**config.mk**
```make
export PLATFORM = sky130hd
export DESIGN_NAME = ewlz_queue
export DESIGN_NICKNAME = d
export VERILOG_FILES = /design/src/ewlz_pkg.sv /design/src/ewlz_queue.sv
export SDC_FILE = /design/constraint.sdc
export NUM_CORES = 1
export LEC_CHECK = 0
export BUFFER_PORTS_ARGS = -buffer_cell sky130_fd_sc_hd__buf_4
export CAP_MARGIN = 5
export CORE_MARGIN = 2
export CORE_UTILIZATION = 27
export DETAILED_ROUTE_END_ITERATION = 7
export GPL_ROUTABILITY_DRIVEN = 1
export PLACE_DENSITY = 0.44
export SETUP_SLACK_MARGIN = 0.05
export SLEW_MARGIN = 15
export SYNTH_ARGS = -nofsm -noshare
export SYNTH_HDL_FRONTEND = slang
export SYNTH_SLANG_ARGS = --single-unit
```
**constraint.sdc**
```tcl
create_clock -name clk_i -period 6.75 [get_ports clk_i]
set_input_delay 0.3375 -clock clk_i [delete_from_list [all_inputs] [get_ports clk_i]]
set_output_delay 0.3375 -clock clk_i [all_outputs]
set_load 0.02 [all_outputs]
```
**src/ewlz_pkg.sv**
```systemverilog
// Package for the escape-word LZ word decoder.
// Holds item codes, status codes, parser phases and the queue entry type.
// No dependencies.
`timescale 1ns / 1ps
`default_nettype none
package ewlz_pkg;

  localparam int unsigned WordW = 16;
  localparam int unsigned PosW  = 15;

  typedef enum logic [1:0] {
    KIND_LOAD = 2'd0,
    KIND_WORD = 2'd1,
    KIND_STEP = 2'd2,
    KIND_NONE = 2'd3
  } kind_e;

  typedef enum logic [1:0] {
    ST_LITERAL  = 2'd0,
    ST_COPIED   = 2'd1,
    ST_REJECTED = 2'd2,
    ST_FULL     = 2'd3
  } status_e;

  typedef enum logic [1:0] {
    PH_HEADER = 2'd0,
    PH_DATA   = 2'd1,
    PH_COUNT  = 2'd2,
    PH_LOC    = 2'd3
  } phase_e;

  localparam logic [WordW-1:0] EscMin   = 16'hfff0;
  localparam logic [WordW-1:0] EscDflt  = 16'hffff;
  localparam logic [WordW-1:0] RefFlag  = 16'h8000;

  typedef struct packed {
    logic [1:0]       kind;
    logic [PosW-1:0]  ref_addr;
    logic [WordW-1:0] word;
    logic             final_word;
  } in_item_t;

  typedef struct packed {
    logic [WordW-1:0] out_word;
    logic [PosW-1:0]  out_pos;
    logic [1:0]       out_status;
    logic             run_last;
  } out_item_t;

endpackage
`default_nettype wire

```
**src/ewlz_queue.sv**
```systemverilog
// Two-entry queue between front and back of the decoder.
// Depends on ewlz_pkg for the item type.
`timescale 1ns / 1ps
`default_nettype none
module ewlz_queue (
  input  logic               clk_i,
  input  logic               rst_ni,
  input  logic               push_i,
  input  ewlz_pkg::in_item_t push_data_i,
  output logic               full_o,
  input  logic               pop_i,
  output logic               empty_o,
  output ewlz_pkg::in_item_t pop_data_o
);
  import ewlz_pkg::*;

  in_item_t   mem_q [2];
  logic       wp_q, rp_q;
  logic [1:0] cnt_q;

  assign full_o     = (cnt_q == 2'd2);
  assign empty_o    = (cnt_q == 2'd0);
  assign pop_data_o = mem_q[rp_q];

  always_ff @(posedge clk_i) begin
    if (push_i) mem_q[wp_q] <= push_data_i;
  end

  always_ff @(posedge clk_i or negedge rst_ni) begin
    if (!rst_ni) begin
      wp_q  <= 1'b0;
      rp_q  <= 1'b0;
      cnt_q <= 2'd0;
    end else begin
      if (push_i) wp_q <= ~wp_q;
      if (pop_i)  rp_q <= ~rp_q;
      cnt_q <= cnt_q + 2'(push_i) - 2'(pop_i);
    end
  end
endmodule
`default_nettype wire

```
; Word-level counts from Yosys, hierarchy flattened
; Memories as Yosys holds them, arrays and structs flattened.
; Index checks and enable logic that the tools add are counted.
[word_totals]
reg_bits = 4
out_inout_bits = 36
n_memories = 1
latchBits = 0
mem_bits_ro = 0
ram_bits = 68
[mem_list]
columns = name, words, width, read_ports, rd_ports_with_merged_regs, wr, line_no
row1 = mem_q, 2, 34, 1, 0, 1, ewlz_queue.sv:17  ; in_item_t mem_q [2];
[classes]
multipliers = 0
n_lt_le_gt_ge = 0
n_mux = 2
div_mod_pow = 0
addsub = 2
eq_ne = 1
n_bitwise = 2
n_reduce_logical = 1
shifts = 0
[ops]
columns = cell, n
row1 = $add A2 B1 Y2, 1
row2 = $eq A2 B2 Y1 const B, 1
row3 = $logic_not A2 Y1, 1
row4 = $mux W1, 2
row5 = $not A1 Y1, 2
row6 = $sub A2 B1 Y2, 1

; Longest topological paths before layout
; Gate-level depths: netlist of run 1.
[depth]
word_depth = 2
ltp_mapped = 5
depth_no_buf = 5

; Worst setup path before layout of run 1
; No wires, ideal clock.
[synth_path]
path_kind = register to register
start = reg wp_q
end = mem mem_q[0][0] (netlist name) (enable)
path_slack_ns = 4.391
setup_ns = 0.429
synth_period_minus_slack_ns = 2.359
t_arrival_ns = 1.930
stages_incl_launch_ff = 2
required_time_ns = 6.321
n_path_buf = 0
path_cell_list = dfrtp_1 > nor2b_1
[synth_rtl]
columns = item, line_no
row1 = from (decl), ewlz_queue.sv:18  ; logic wp_q, rp_q;
row2 = from (signal assigned), ewlz_queue.sv:35  ; if (push_i) wp_q <= ~wp_q;
row3 = to (decl), ewlz_queue.sv:17
; No word-level cell before the write port.

==> impl_metrics.csv, run 1 <==
group,metric,value,unit
logic_synthesis,synth_top_area_share,72.9,%
logic_synthesis,synth.yosys.seq_area_share,76.5,%
finish,final_nets,242,
sta,finClkSkew,0.00490,ns
die,die_x,106,µm
clock_tree,clk-insertion-delay-late,0.33,ns
die,core,10200,µm²
die,die_h,106,µm
logic_synthesis,syn_area_per_cell,23.2,µm²
critical_path,cp_max_fo,35,
grt,grt_pass1_wl,7.09,mm
finish,fillers,987,
logic_synthesis,netlist_area,2800,µm²
clock_tree,cts-buffers-inserted,9,
sta,setup_tns,0,ns
power,p_per_area,408,nW/µm²
logic_synthesis,synth_cells,121,
grt,grt_usage,8.74,%
placement,dp.final_hpwl,3.05,mm
finish,syn2layout_area_growth,29.5,%
critical_path,cp-end-kind,"primary output",
clock_tree,clk_pin_slew_worst_paths,0.07,ns
placement,place_congestion,0.594,
finish,final-seq-area,2140,µm²
grt,grt_max_degree,36,
sta,post-route-period-util,34.7,%
grt,overflow,0,
critical_path,critPathLaunchType,"flop",
clock_tree,cts_buffer_depth,2,
power,max-vdd-ir-drop,0.186,mV
clock_tree,cts.sinks,72,
critical_path,crit_type,"flop to primary output",
sta,setup_viol,0,
detailed_routing,wl,4.76,mm
clock_tree,cts_tree,"yes",
grt,first_global_vias,1396,
finish,insertedDiodeCount,0,
job,drv_cap,0,
die,die_area,11200,µm²
logic_synthesis,ys_warn_count,0,
sta,min_period,2.34,ns
logic_synthesis,syn_nets,161,
finish,multi_input_area,589,µm²
detailed_routing,dr.pass1.iters,4,
detailed_routing,wl_per_cell,13.9,µm
clock_tree,post_cts_buffers,0,
sta,finalHoldViolations,0,
logic_synthesis,synthTopCellsByArea,"edfxtp_1, mux2_4, dfrtp_1, buf_12, mux2_2",
grt,antenna_found_initial,0,
detailed_routing,num_vias,1328,
clock_tree,htree_num_levels,3,
finish,drive_gt1_share,59.7,%
detailed_routing,drc,0,
detailed_routing,antenna_left,0,
finish,final_util,35.6,%
sta,rsz0062_at_grt,"false",
detailed_routing,first_iter_violations,27,
sta,max_freq,427,MHz
sta,drv_slew,0,
die,start_util,27.5,%
status,status,"finished clean",
die,io_pins,74,
power,p_leak,0.00144,µW
sta,slew_headroom,27.1,%
critical_path,crit_required,6.41,ns
clock_tree,cts-root-buf,"clkbuf_8",
placement,port_buffers,73,
logic_synthesis,synth_area_leader_cell,"edfxtp_1",
die,rows,37,
logic_synthesis,synth_cell_types,13,
logic_synthesis,ys_seq_elements,72,
detailed_routing,vias_per_cell,3.88,
hold_path,holdCritPathClass,"primary input to flop",
critical_path,cp.arrival,2.01,ns
sta,tightest_slew,1.09,ns
-- sequential cells by signal, indices dropped and copies added, names as in the netlist --
name   count
cnt_q      2
rp_q       1
mem_q     68
wp_q       1
-- power breakdown --
group	switching, µW	internal (µW)	total, µW
Sequential	80.8	596	677
Clock	149	129	279
Combinational	238	289	527
Total	468	1010	1480
-- per-stage QoR --
stage | std cells | area (µm²) | power [µW] | hold WS, ns | worst slack (ns)
floorplan | 121 | 2800 | 1060 | 0.0419 | 4.39
global route | 342 | 3630 | 1570 | 0.160 | 4.24
CTS | 342 | 3630 | 1520 | 0.158 | 4.30
detailed placement | 326 | 3460 | 1230 | 0.141 | 4.68
finish | 342 | 3630 | 1480 | 0.185 | 4.41
global placement | 326 | 3460 | 1230 | 0.139 | 4.69
-- worst max-delay path, cell delays in order, from the launching register on --
cell	delay [ns]
dfrtp_2	1.09
mux2_2	0.42
buf_4	0.16
-- path summary, 6_finish.rpt --
| path | cells after the start | endpoint | start | slack [ns] |
|---|---|---|---|---|
| min reg2reg | 1 | wp_q | wp_q | 0.54 |
| max | 2 | pop_data_o[3] | rp_q | 4.41 |
| min | 2 | rp_q | pop_i | 0.18 |
| max reg2reg | 1 | mem_q[0][21] | wp_q | 5.10 |
| max in group asynchronous | 2 | rp_q | rst_ni | 6.30 |
| min in group asynchronous | 2 | cnt_q[1] | rst_ni | 0.34 |
-- layout make-up --
| type | instances | area share (%) |
|---|---|---|
| flip-flops and latches | 72 | 59.1 |
| multi-input cells | 43 | 16.2 |
| repair buffers | 74 | 15.4 |
| well taps | 136 | 4.69 |
| clock buffers | 9 | 3.41 |
| clock inverters | 6 | 1.00 |
| inverters | 2 | 0.207 |
-- cells in the mapped netlist --
library cell  count
edfxtp_1         68
nor2b_1           2
mux2_4           29
xor2_1            2
dfrtp_1           4
inv_1             2
nor2_1            1
buf_6             1
xor3_1            1
buf_12            3
ha_1              2
mux2_2            5
and2_1            1
-- kinds of logic after synthesis --
| logic type | Yosys count | synth area share, % |
|---|---|---|
| and+or+nand+nor | 4 | 0.804 |
| DFF | 72 | 76.5 |
| xor gates and xnor gates | 3 | 1.47 |
| adders and majority gates | 2 | 0.893 |
| buffers and inverters | 6 | 2.81 |
| muxes | 34 | 17.6 |
-- cells in the final DEF, fill, tap and decap left out --
cell type / instances
and2_2: 1
dlygate4sd3_1: 1
clkbuf_8: 9
edfxtp_1: 68
clkinv_2: 1
xor3_1: 1
nor2_1: 1
dfrtp_2: 1
ha_1: 2
xor2_1: 2
mux2_4: 29
inv_1: 2
clkinvlp_4: 2
dfrtp_1: 3
clkinv_1: 2
nor2b_4: 1
inv_6: 1
buf_4: 73
nor2b_1: 1
mux2_2: 5
-- timing repair --
item | 4_1_cts | 5_1_grt
setup endpoints to repair | 0 | 0
hold endpoints to repair | 4 | 0
hold buffers | 1 | 0
resized for setup | 0 | 0
-- routing by layer --
layer  routed length, µm  vias to the layer above  share of wire (%)  track usage, %
li1                    -                      629                  -               -
met1                1920                      640                 40            10.2
met2                2400                       49                 50            13.8
met3                 352                       10                7.4            3.03
met4                  85                        0                1.8            5.36
met5                   0                        -                  0               0
Note: power is estimated with default switching activity, not from simulation.
==> run 2, diff against run 1 <==
--- a/config.mk
+++ b/config.mk
@@ -11,7 +11,7 @@
 export CORE_UTILIZATION = 27
 export DETAILED_ROUTE_END_ITERATION = 7
 export GPL_ROUTABILITY_DRIVEN = 1
-export PLACE_DENSITY = 0.44
+export PLACE_DENSITY = 0.46
 export SETUP_SLACK_MARGIN = 0.05
 export SLEW_MARGIN = 15
 export SYNTH_ARGS = -nofsm -noshare
==> constraint.sdc (replaced) <==
create_clock -name clk_i -period 2.1 [get_ports clk_i]
set_input_delay 0.105 -clock clk_i [delete_from_list [all_inputs] [get_ports clk_i]]
set_output_delay 0.105 -clock clk_i [all_outputs]
set_load 0.02 [all_outputs]
==> impl_metrics.csv, run 2 (synthesized netlist as in run 1, its figures left out) <==
group,metric,value,unit
status,status,"finished clean",
detailed_routing,wl,5.19,mm
hold_path,holdCritPathClass,"primary input to asynchronous set/reset pin",
clock_tree,htree_num_levels,3,
critical_path,path_cells,"buf_4, mux2_4, buf_4",
power,max-vdd-ir-drop,0.521,mV
die,die_h,106,µm
sta,drv_slew,0,
critical_path,worstReg2RegStart,"wp_q",
finish,regMostFlops,"mem_q",
clock_tree,cts_tree,"yes",
detailed_routing,vias_per_cell,3.93,
clock_tree,cts_buffer_depth,2,
critical_path,cp_max_fo,15,
die,die_area,11200,µm²
finish,final-seq-area,2140,µm²
die,rows,37,
clock_tree,cts-buffers-inserted,9,
detailed_routing,drc,0,
finish,layout_commonest_cell,"buf_4",
power,p_per_area,1220,nW/µm²
finish,drive_gt1_share,52.2,%
detailed_routing,num_vias,1513,
grt,first_global_vias,1610,
finish,final_cell_mix,"buf_4, edfxtp_1, dlygate4sd3_1, mux2_4, clkbuf_8",
critical_path,crit_type,"flop to primary output",
critical_path,cp-end-kind,"primary output",
critical_path,crit_required,2.00,ns
critical_path,cp.arrival,1.73,ns
detailed_routing,wl_per_cell,13.5,µm
critical_path,critPathLaunch,"rp_q",
job,drv_cap,0,
grt,grt_pass1_wl,8.04,mm
placement,dp.final_hpwl,3.41,mm
clock_tree,cts-root-buf,"clkbuf_8",
sta,max_freq,546,MHz
placement,pre_cts_ws,0.597,ns
critical_path,critPathMostFrequentCell,"buf_4",
critical_path,slowest_stage,"dfrtp_2",
finish,final_util,39.8,%
clock_tree,clk-insertion-delay-late,0.34,ns
critical_path,cp_slowest_stage_delay,0.52,ns
detailed_routing,first_iter_violations,37,
finish,fin_area,4050,µm²
critical_path,critPathLaunchType,"flop",
sta,min_period,1.83,ns
finish,multi_input_area,589,µm²
sta,slew_headroom,70.9,%
die,core,10200,µm²
placement,port_buffers,73,
grt,antenna_found_initial,0,
grt,overflow,0,
clock_tree,ctsResizeCount,0,
die,io_pins,74,
power,p_leak,0.00163,µW
detailed_routing,dr.pass1.iters,4,
finish,syn2layout_area_growth,44.6,%
die,start_util,27.5,%
detailed_routing,antenna_left,0,
sta,rsz0062_at_grt,"false",
finish,final_nets,284,
finish,fillers,960,
sta,finalHoldViolations,0,
sta,finClkSkew,0.00719,ns
sta,fin_ws,0.270,ns
sta,tightest_slew,0.437,ns
placement,place_congestion,0.632,
grt,grt_max_degree,21,
finish,reg_top3,"mem_q x68, cnt_q x2",
finish,largest_reg_flops,68,
sta,setup_tns,0,ns
grt,grt_usage,9.84,%
sta,setup_viol,0,
clock_tree,clk_pin_slew_worst_paths,0.08,ns
placement,placed_cell_area,3520,µm²
die,die_x,106,µm
finish,insertedDiodeCount,0,
clock_tree,cts.sinks,72,
sta,post-route-period-util,87.2,%
==> run 2: cell count changes in the layout (fill, tap and decap cells not counted), moves of 2 or more <==
cell,previous run,this run
clkinvlp_4,2,0
clkinv_4,0,2
dlygate4sd3_1,1,37
buf_4,73,78
clkinv_2,1,3
==> run 2: cell type report <==
cell class / instances / area share (%)
Clock buffer: 10 / 3.15
Clock inverter: 6 / 0.896
Inverter: 2 / 0.185
Multi-Input combinational cell: 43 / 14.6
Sequential cell: 72 / 52.9
Tap cell: 136 / 4.20
Timing Repair Buffer: 116 / 24.1
==> run 2: path summary, 6_finish.rpt <==
kind / slack [ns] / cells past startpoint / endpoint
max: 0.27 / 3 / pop_data_o[20]
min: 0.1 / 2 / cnt_q[0]
max reg2reg: 0.70 / 2 / mem_q[1][3]
min reg2reg: 0.54 / 1 / wp_q
max in group asynchronous: 1.89 / 2 / rp_q
min in group clk_i: 0.49 / 2 / mem_q[0][28]
==> run 2: what timing repair did <==
| item | 4_1_cts | 5_1_grt |
|---|---|---|
| hold buffers | 37 | 0 |
| setup buffers | 0 | 0 |
| endpoints found under the hold margin | 74 | 0 |
==> run 2: worst max-delay path, delay by kind of cell (launching register included) <==
family                 cells  cell delay (ns)
buffers and inverters      2             0.52
DFF                        1             0.52
muxes                      1             0.34
==> run 2: through the flow <==
step                total power, µW  std cells  hold slack, ns
finish                         4920        385          0.0952
global route                   5190        385          0.0813
CTS                            5020        385          0.0650
detailed placement             4030        332         -0.0900
global placement               4020        332         -0.0907
floorplan                      3390        121          -0.191
==> run 2: layer usage <==
layer	up-vias	routed length (µm)	global-route usage (%)
li1	717	-	-
met1	729	2340	12.4
met2	62	2450	14.9
met3	5	360	4.14
met4	0	36	4.23
met5	-	0	0
==> run 2: power by group <==
part / internal [µW] / total [µW] / switching, µW
combinational: 1020 / 1980 / 958
clock: 422 / 914 / 491
sequential: 1910 / 2030 / 120
==> run 3, diff against run 2 <==
--- a/config.mk
+++ b/config.mk
@@ -12,6 +12,7 @@
 export DETAILED_ROUTE_END_ITERATION = 7
 export GPL_ROUTABILITY_DRIVEN = 1
 export PLACE_DENSITY = 0.46
+export RECOVER_POWER = 50
 export SETUP_SLACK_MARGIN = 0.05
 export SLEW_MARGIN = 15
 export SYNTH_ARGS = -nofsm -noshare
==> impl_metrics.csv, run 3 (synthesized netlist as in run 1, its figures left out) <==
group,metric,value,unit
status,status,"finished clean",
finish,final_cell_mix,"edfxtp_1, buf_4, dlygate4sd3_1, mux2_4, clkbuf_4",
sta,finalHoldViolations,0,
critical_path,crit_required,2.00,ns
finish,syn2layout_area_growth,43.0,%
finish,insertedDiodeCount,0,
grt,antenna_found_initial,0,
die,start_util,27.5,%
critical_path,cp.arrival,1.72,ns
die,core,10200,µm²
die,io_pins,74,
sta,setup_tns,0,ns
placement,dp.final_hpwl,3.41,mm
power,p_leak,0.00159,µW
finish,layout_commonest_cell,"edfxtp_1",
clock_tree,cts_buffer_depth,2,
die,die_x,106,µm
hold_path,holdCritPathClass,"primary input to asynchronous set/reset pin",
grt,grt_pass1_wl,8.04,mm
sta,setup_viol,0,
clock_tree,clk_pin_slew_worst_paths,0.08,ns
clock_tree,ctsResizeCount,0,
die,rows,37,
detailed_routing,dr.pass1.iters,3,
detailed_routing,vias_per_cell,3.94,
sta,tightest_slew,0.928,ns
finish,reg_top3,"mem_q x68, cnt_q x2",
sta,slew_headroom,38.1,%
grt,grt_max_degree,21,
die,die_area,11200,µm²
power,p_per_area,1220,nW/µm²
grt,overflow,0,
job,drv_cap,0,
detailed_routing,first_iter_violations,40,
placement,port_buffers,73,
placement,place_congestion,0.632,
detailed_routing,num_vias,1515,
placement,dpl.cell_count,332,
critical_path,crit_type,"flop to primary output",
finish,largest_reg_flops,68,
power,max-vdd-ir-drop,0.482,mV
clock_tree,cts-buffers-inserted,9,
clock_tree,cts-root-buf,"clkbuf_8",
sta,min_period,1.82,ns
clock_tree,hold_buffers,37,
sta,finClkSkew,0.00947,ns
finish,final_nets,284,
grt,first_global_vias,1610,
finish,final_cells,385,
detailed_routing,wl_per_cell,13.4,µm
sta,rsz0062_at_grt,"false",
sta,drv_slew,0,
clock_tree,cts.sinks,72,
finish,final_util,39.3,%
die,die_h,106,µm
critical_path,critPathLaunchType,"flop",
clock_tree,post_cts_buffers,0,
clock_tree,clk-insertion-delay-late,0.34,ns
grt,grt_usage,9.84,%
detailed_routing,drc,0,
finish,regMostFlops,"mem_q",
critical_path,cp-end-kind,"primary output",
critical_path,cp_max_fo,15,
sta,post-route-period-util,86.9,%
clock_tree,cts_tree,"yes",
finish,drive_gt1_share,47.8,%
clock_tree,htree_num_levels,3,
detailed_routing,wl,5.17,mm
detailed_routing,antenna_left,0,
sta,max_freq,548,MHz
==> run 3: changes by cell type in the layout (fill, tap and decap cells not counted), sizes merged <==
cell,before,now
buf,79,41
clkbuf,10,48
==> run 3: report_power, final <==
part           switching, µW  leakage (µW)  internal, µW
Sequential               118      0.000684          1920
Clock                    492     0.0000874           422
Combinational            953      0.000815           993
==> run 3: area by class of cell <==
cell class              instances  area [µm²]
fillers                       970        6180
flip-flops and latches         72        2140
repair buffers                116         932
multi-input cells              43         589
well taps                     136         170
clock buffers                  10         128
clock inverters                 6        36.3
inverters                       2        7.51
==> run 3: through the flow <==
stage	cell area, µm²	setup WS (ns)	power (µW)	hold slack, ns
3_3_place_gp	3520	0.634	4020	-0.0907
3_5_place_dp	3520	0.597	4030	-0.0900
4_1_cts	4050	0.206	5020	0.0650
5_1_grt	4010	0.160	5170	0.147
2_1_floorplan	2800	0.385	3390	-0.191
6_report	4010	0.275	4890	0.136
==> run 3: path summary, 6_finish.rpt <==
check / startpoint / end / slack (ns) / cells after the start
worst max-delay path: rp_q / pop_data_o[20] / 0.28 / 3
worst min-delay path: rst_ni / cnt_q[0] / 0.14 / 2
worst max register to register: wp_q / mem_q[0][25] / 0.48 / 2
worst min register to register: wp_q / wp_q / 0.54 / 1
max in group asynchronous: rst_ni / rp_q / 1.73 / 2
min in group clk_i: pop_i / rp_q / 0.50 / 3
==> run 3: worst max-delay path: stages, from the launching register on <==
cell     delay [ns]
dfrtp_2        0.52
buf_4          0.36
mux2_4         0.34
buf_4          0.16
==> run 3: per-layer routing <==
metal / part of all wire, % / track usage, % / vias to the layer above
met1: 45 / 12.4 / 731
li1: - / - / 716
met5: 0 / 0 / -
met3: 7.2 / 4.14 / 5
met2: 47 / 14.9 / 63
met4: 0.70 / 4.23 / 0
